## src/rtl/core/dmrc_pkg.sv

```systemverilog
// Shared types and codes of the direct-mapped read cache.
`default_nettype none

package dmrc_pkg;

    localparam int ADDR_BITS        = 32;
    localparam int NUM_LINES_DEF    = 8;
    localparam int LINE_SIZE_DEF    = 32;
    localparam int BEAT_BYTES       = 8;

    localparam logic [1:0] OP_READ  = 2'd0;
    localparam logic [1:0] OP_FILL  = 2'd1;
    localparam logic [1:0] OP_CLEAR = 2'd2;

    localparam logic [2:0] ST_HIT   = 3'd0;
    localparam logic [2:0] ST_MISS  = 3'd1;
    localparam logic [2:0] ST_BEAT  = 3'd2;
    localparam logic [2:0] ST_DONE  = 3'd3;
    localparam logic [2:0] ST_ERR   = 3'd4;

    typedef struct packed {
        logic [1:0]           operation;
        logic [ADDR_BITS-1:0] address;
        logic [1:0]           fill_beat;
        logic [63:0]          fill_data;
    } t_in;

    typedef struct packed {
        logic [2:0]           status;
        logic [7:0]           data_byte;
        logic [ADDR_BITS-1:0] request_address;
        logic [31:0]          hit_total;
        logic [31:0]          miss_total;
    } t_out;

endpackage

`default_nettype wire

```

## src/rtl/core/direct_mapped_read_cache.sv

```systemverilog
// Direct-mapped read cache with line fill by 64-bit beats.
//
// One item enters per cycle unless the output stalls, and its result leaves
// through an input register, whose data word is read from the line store at
// the same edge, then one pass of tag check and state update into the result
// register. Every item gives exactly one result. The line store is one 64-bit
// wide memory read once and written once per cycle; a fill beat written in
// the cycle a read issues is forwarded. A read that misses asks for the line;
// while that fill is pending, reads are refused with an error status until
// the last beat arrives. NUM_LINES and LINE_SIZE are powers of two.
`default_nettype none

module direct_mapped_read_cache #(
    parameter int NUM_LINES = dmrc_pkg::NUM_LINES_DEF,
    parameter int LINE_SIZE = dmrc_pkg::LINE_SIZE_DEF
) (
    input  wire logic          i_clk,
    input  wire logic          i_rst_n,
    input  wire logic          i_in_valid,
    output logic               o_in_stall,
    input  wire dmrc_pkg::t_in i_in_data,
    output logic               o_out_valid,
    input  wire logic          i_out_stall,
    output dmrc_pkg::t_out     o_out_data
);

    localparam int AW      = dmrc_pkg::ADDR_BITS;
    localparam int OFF_W   = $clog2(LINE_SIZE);
    localparam int IDX_W   = $clog2(NUM_LINES);
    localparam int TAG_W   = AW - IDX_W - OFF_W;
    localparam int BEATS   = LINE_SIZE / dmrc_pkg::BEAT_BYTES;
    localparam int BCNT_W  = (OFF_W > 3) ? OFF_W - 3 : 1;
    localparam int WIDX_W  = IDX_W + OFF_W - 3;
    localparam int NUM_WORDS = NUM_LINES * BEATS;

    logic [63:0]        r_mem [NUM_WORDS];
    logic [63:0]        r_rd_word;

    logic               r_in_valid;
    dmrc_pkg::t_in      r_in;
    logic               r_out_valid;
    dmrc_pkg::t_out     r_out;

    logic [NUM_LINES-1:0] r_line_valid;
    logic [TAG_W-1:0]   r_tag [NUM_LINES];
    logic               r_pending;
    logic [AW-1:0]      r_pend_addr;
    logic [BCNT_W-1:0]  r_next_beat;
    logic [7:0]         r_pend_byte;
    logic [31:0]        r_hits;
    logic [31:0]        r_misses;

    logic               accept;
    logic               move;
    logic [WIDX_W-1:0]  rd_idx;
    logic [WIDX_W-1:0]  wr_idx;
    logic               mem_we;

    logic [IDX_W-1:0]   rd_line;
    logic [TAG_W-1:0]   rd_tag;
    logic [IDX_W-1:0]   pend_line;
    logic [BCNT_W-1:0]  pend_word;
    logic [7:0]         pend_lane_byte;
    logic               beat_ok;
    logic               beat_last;
    logic               word_match;

    dmrc_pkg::t_out     n_out;
    logic [NUM_LINES-1:0] n_line_valid;
    logic               n_pending;
    logic [BCNT_W-1:0]  n_next_beat;
    logic               tag_we;
    logic               pend_we;
    logic               byte_we;

    assign move        = r_in_valid && (!r_out_valid || !i_out_stall);
    assign o_in_stall  = r_in_valid && !move;
    assign accept      = i_in_valid && !o_in_stall;
    assign o_out_valid = r_out_valid;
    assign o_out_data  = r_out;

    assign rd_idx    = i_in_data.address[IDX_W+OFF_W-1:3];
    assign rd_line   = r_in.address[IDX_W+OFF_W-1:OFF_W];
    assign rd_tag    = r_in.address[AW-1:IDX_W+OFF_W];
    assign pend_line = r_pend_addr[IDX_W+OFF_W-1:OFF_W];
    assign pend_word = BCNT_W'(r_pend_addr[OFF_W-1:0] >> 3);
    assign pend_lane_byte = r_in.fill_data[8*r_pend_addr[2:0] +: 8];
    assign wr_idx    = (WIDX_W'(pend_line) << (OFF_W - 3)) | WIDX_W'(r_next_beat);
    assign beat_ok   = r_pending && (32'(r_in.fill_beat) == 32'(r_next_beat));
    assign beat_last = (r_next_beat == BCNT_W'(BEATS - 1));
    assign word_match = (r_next_beat == pend_word);
    assign mem_we    = move && (r_in.operation == dmrc_pkg::OP_FILL) && beat_ok;

    always_comb begin
        n_out                 = '0;
        n_out.status          = dmrc_pkg::ST_ERR;
        n_out.hit_total       = r_hits;
        n_out.miss_total      = r_misses;
        n_line_valid          = r_line_valid;
        n_pending             = r_pending;
        n_next_beat           = r_next_beat;
        tag_we                = 1'b0;
        pend_we               = 1'b0;
        byte_we               = 1'b0;
        case (r_in.operation)
            dmrc_pkg::OP_READ: begin
                if (!r_pending) begin
                    if (r_line_valid[rd_line] && r_tag[rd_line] == rd_tag) begin
                        n_out.status    = dmrc_pkg::ST_HIT;
                        n_out.data_byte = r_rd_word[8*r_in.address[2:0] +: 8];
                        n_out.hit_total = r_hits + 32'd1;
                    end else begin
                        n_out.status          = dmrc_pkg::ST_MISS;
                        n_out.miss_total      = r_misses + 32'd1;
                        n_out.request_address = r_in.address
                                                & ~AW'(LINE_SIZE - 1);
                        n_line_valid[rd_line] = 1'b0;
                        n_pending             = 1'b1;
                        n_next_beat           = '0;
                        pend_we               = 1'b1;
                    end
                end
            end
            dmrc_pkg::OP_FILL: begin
                if (beat_ok) begin
                    byte_we = word_match;
                    if (beat_last) begin
                        n_out.status            = dmrc_pkg::ST_DONE;
                        n_out.data_byte         = word_match ? pend_lane_byte
                                                             : r_pend_byte;
                        n_line_valid[pend_line] = 1'b1;
                        tag_we                  = 1'b1;
                        n_pending               = 1'b0;
                        n_next_beat             = '0;
                    end else begin
                        n_out.status = dmrc_pkg::ST_BEAT;
                        n_next_beat  = r_next_beat + BCNT_W'(1);
                    end
                end
            end
            dmrc_pkg::OP_CLEAR: begin
                n_out.status     = dmrc_pkg::ST_BEAT;
                n_out.hit_total  = '0;
                n_out.miss_total = '0;
                n_line_valid     = '0;
                n_pending        = 1'b0;
                n_next_beat      = '0;
            end
            default: begin
                n_out.status = dmrc_pkg::ST_ERR;
            end
        endcase
    end

    always_ff @(posedge i_clk) begin
        if (mem_we) begin
            r_mem[wr_idx] <= r_in.fill_data;
        end
        if (accept) begin
            r_rd_word <= (mem_we && wr_idx == rd_idx) ? r_in.fill_data : r_mem[rd_idx];
        end
    end

    always_ff @(posedge i_clk) begin
        if (accept) begin
            r_in <= i_in_data;
        end
        if (move) begin
            r_out <= n_out;
            if (tag_we) begin
                r_tag[pend_line] <= r_pend_addr[AW-1:IDX_W+OFF_W];
            end
            if (pend_we) begin
                r_pend_addr <= r_in.address;
            end
            if (byte_we) begin
                r_pend_byte <= pend_lane_byte;
            end
        end
    end

    always_ff @(posedge i_clk) begin
        if (!i_rst_n) begin
            r_in_valid   <= 1'b0;
            r_out_valid  <= 1'b0;
            r_line_valid <= '0;
            r_pending    <= 1'b0;
            r_next_beat  <= '0;
            r_hits       <= '0;
            r_misses     <= '0;
        end else begin
            if (accept) begin
                r_in_valid <= 1'b1;
            end else if (move) begin
                r_in_valid <= 1'b0;
            end
            if (move) begin
                r_out_valid  <= 1'b1;
                r_line_valid <= n_line_valid;
                r_pending    <= n_pending;
                r_next_beat  <= n_next_beat;
                r_hits       <= n_out.hit_total;
                r_misses     <= n_out.miss_total;
            end else if (!i_out_stall) begin
                r_out_valid <= 1'b0;
            end
        end
    end

endmodule

`default_nettype wire

```

## config.mk

```make
export PLATFORM = sky130hd
export DESIGN_NAME = direct_mapped_read_cache
export DESIGN_NICKNAME = d
export VERILOG_FILES = /design/src/rtl/core/dmrc_pkg.sv /design/src/rtl/core/direct_mapped_read_cache.sv
export SDC_FILE = /design/constraint.sdc
export NUM_CORES = 2
export LEC_CHECK = 0
export ABC_AREA = 0
export BUFFER_PORTS_ARGS = -buffer_cell sky130_fd_sc_hd__buf_4
export CORE_UTILIZATION = 52
export DETAILED_ROUTE_END_ITERATION = 6
export GPL_TIMING_DRIVEN = 0
export PLACE_DENSITY_LB_ADDON = 0.25
export SLEW_MARGIN = 30
export SYNTH_ARGS = -nofsm -noshare
export SYNTH_HDL_FRONTEND = slang
export SYNTH_SLANG_ARGS = --single-unit
export TNS_END_PERCENT = 1
```

## constraint.sdc

```tcl
create_clock -name i_clk -period 7.28 [get_ports i_clk]
set_clock_uncertainty 0.15 [all_clocks]
set_input_delay 1.456 -clock i_clk [delete_from_list [all_inputs] [get_ports i_clk]]
set_output_delay 1.456 -clock i_clk [all_outputs]
set_load 0.1 [all_outputs]
```

==> results.md <==
* Status: completed
* Worst-Margin Slew at 1070 ps
* Share of layout cells above drive strength 1 at 30.3%
* Reg2Reg Setup Slack at ~1900 ps
* Fraction of registers with async set/reset at 0%
* Residual DRC count at 0
* First-pass GRT wire length at approximately 370000 µm
* Routed vias at 51300
* Nets at approximately 5500
* CTS resizes at 0
* Final WS setup at about 1900 ps
* CP required at 7750 ps
* Filler instances at 13000
* Comb pwr share at 5.4%
* Syn_area_per_cell at 21.7 µm²
* Synth area leaders: edfxtp_1 (75%), mux4_2 (15%), mux2i_1 (1.7%)
* Synth top area share at 75.1%
* Sequential power share at a little over half
* Crit Path Max Fanout at 10
* CP Capture Type: register
* Cts hold-fix bufs at 0
* RSZ-0062 raised after global routing: false
* Post-Synth Simple-Gate Area at under 10%
* Initial antenna violation count at 2
* Synth warnings at 0
* Hold Path Class: register to register
* CTS tree: built
* NetSw at 6.88 mW
* Num CTS Buffers at 284
* Final WL at 255000 µm
* Critical path's largest stage delay at 620 ps
* Crit-path cells: clkbuf_1 > buf_1 > mux4_2 > mux2i_1 > xnor2_1 > a2111oi_0 > nand4_1 > or3_1 > buf_2 > clkbuf_1 > clkbuf_1 > o21ai_0
* DR vias/cell at roughly 6.2
* Multiplexer share of the synthesized area at ~17%
* Most frequent cell after synthesis: edfxtp_1
* Setup TNS at 0 ps
* Routability-driven placement congestion ratio at 0.878
* Core ar. at 195000 µm²
* Power Density at roughly 270 nW/µm²
* Die X at 445 µm
* Largest family of logic cells by synthesized area: multiplexers
* Remaining Overflow, GRT at 0
* Placed cells at 7731
* Register Area at 78100 µm²
* Synth Flop Type: edfxtp_1
* Synth area leader: edfxtp_1
* Switching Share at 21.3%
* Largest net degree at the start of global routing at around 80
* Most instantiated cells after synthesis: edfxtp_1 (2546), mux4_2 (698), nand2_1 (221)
* Number of global-route vias before repair at 51600
* Port Buffers at 206
* CTS Buffer Depth at 4
* Post-route ant nets at 0
* CTS Sinks at ~2600
* Synth Area in Compound Gates at about 1.8%
* Startpoint types: register
* Critical path type: register to register
* Post-Synth XOR/XNOR Area at 0.206%
* DR iter-0 viols at 6318
* Area Growth Syn to Fin at 18.8%
* Clock root cell: clkbuf_16
* Clock power frac at 42.6%
* IO Pins at around 210
* Clock slew at reported path FFs at 60 ps
* Starting Density at 52.3%
* Multi-input logic area at approximately 23000 µm²
* Htree depth at 5
* Finished Layout Cells at 8246
* Hold Path Depth at 0
* Cell row count at 162
* Leak at 38.9 nW
* Die Area at 198000 µm²
* Die Ht at 445 µm
* GRT Total Usage at 26.0%
* CP most frequent cell: clkbuf_1
* Antenna Cells at 0
* Number of synthesized flops with an enable pin at 2546
* Cell area after synthesis at just over 100000 µm²
* R2R depth at 12
* Setup bufs post-CTS at 0
* Min-Delay Endpoint: r_pend_addr[4]
* Sequential share of the synthesized area at 76.6%
* Dpl hpwl at between 150000 and 200000 µm
* Gate Count Post-Synth at between 4000 and 5000
* Wirelength per Cell at 30.9 µm
* Synth cell types at 62
* Clock latency on the worst-skew pair at 920 ps
* Cell-internal power at approximately 25 mW
* Fin. Hold Viols at 0
* Period utilization at between 70% and 80%
* Max_cap viols at 0
* Crit path max-delay cell type: buf_1
* RR Endpoint: o_out_data[33]
* Yosys reg bits at between 2000 and 3000
* Drt pass-1 iters at 7
* Final setup violation count at 0
* Adder-cell share of the synthesized area at 0.123%
* DP Worst Slack at 1220 ps
* Max-slew violations at 0
* Slew HR at 28.3%
* Arr. time, crit path at 5890 ps
* Tmin final at 5410 ps
* F_max at 0.185 GHz
* Hold path start: r_in[70]
* Peak VDD IR at 239 µV
worst max-delay path, delay by kind of cell (launching register included):
kind | cells | cell delay [ps]
buf+inv | 5 | 2020
compound gates | 2 | 990
simple gates | 2 | 790
mux | 2 | 580
flops | 1 | 430
xor+xnor | 1 | 170
worst max-delay path by stage:
stage	from	end	slack (ps)	cells after the start
2_1_floorplan	i_out_stall	r_in[0]	1090	3
3_3_place_gp	i_out_stall	r_mem[7][39]	-2900	6
3_5_place_dp	i_in_data[69]	r_rd_word[59]	1220	9
4_1_cts	register	o_out_data[33]	1900	12
5_1_grt	register	o_out_data[33]	1580	12
6_report	register	o_out_data[33]	1870	12
logic make-up after synthesis:
kind of cell / after synthesis
AO/OA/AOI/OAI: 290
XOR/XNOR: 24
adder cells (fa/ha/maj): 10
buffers and inverters: 287
flip-flops: 2626
multiplexers: 903
other: 1
AND/OR/NAND/NOR: 558
state kept, by name, indices dropped and copies added (netlist names), named ones only:
| register | cells |
|---|---|
| r_in | 100 |
| r_next_beat | 2 |
| r_tag | 192 |
| r_mem | 2048 |
| r_pending | 1 |
| r_line_valid | 8 |
| r_misses | 32 |
| r_hits | 32 |
| r_pend_addr | 32 |
| r_pend_byte | 8 |
| o_out_data | 102 |
| r_in_valid | 1 |
| o_out_valid | 1 |
| r_rd_word | 64 |
per-stage QoR:
stage,power [mW],instance area (µm²),hold slack [ps],utilization (%)
2_1_floorplan,18.2,102000,250,-
3_3_place_gp,18.8,107000,255,54.8
3_5_place_dp,18.9,112000,256,57.4
4_1_cts,32.5,121000,273,61.9
5_1_grt,33.2,121000,290,62.1
6_report,32.4,121000,273,62.1
layout by cell type, fill, tap and decap left out, types with 22 or more instances in the layout:
cell	synthesis	routed
clkinv_1	1	53
dfxtp_1	80	80
and3_1	47	47
edfxtp_1	2546	2546
nand2_1	221	221
bufinv_16	0	23
mux2i_1	171	171
nor2_4	0	41
buf_6	2	45
nor3_1	34	32
o21ai_0	123	123
clkbuf_16	0	291
buf_4	8	215
mux4_2	698	698
a21oi_1	22	22
buf_1	82	39
buf_16	0	138
nor2_1	85	44
buf_2	8	38
mux2_2	34	34
clkbuf_2	0	44
buf_8	0	34
nand3_1	58	58
clkbuf_1	167	182
clkinv_2	0	48
power by group through the flow:
stage	clock network (mW)	registers (mW)	logic [mW]
4_1_cts	14.0	16.9	1.68
6_report	13.8	16.8	1.74
2_1_floorplan	0	17.3	0.847
3_5_place_dp	0	17.2	1.67
5_1_grt	14.6	16.8	1.82
3_3_place_gp	0	17.3	1.54
layout make-up:
class | count | area share (%)
Multi-Input combinational cell | 1790 | 19.0
Timing Repair Buffer | 434 | 5.45
Tap cell | 2624 | 2.71
Clock inverter | 146 | 1.08
Sequential cell | 2626 | 64.5
Buffer | 267 | 0.951
Clock buffer | 339 | 6.19
Inverter | 20 | 0.0724
metal layers:
layer	share of wire [%]	routed length, µm	vias up	GRT usage (%)
li1	-	-	21200	-
met1	40	101000	27300	35.7
met2	49	126000	2342	42.2
met3	7.1	18100	464	4.42
met4	3.7	9460	4	9.43
met5	0.0067	17	-	0
(Power assumes the default switching activity.)
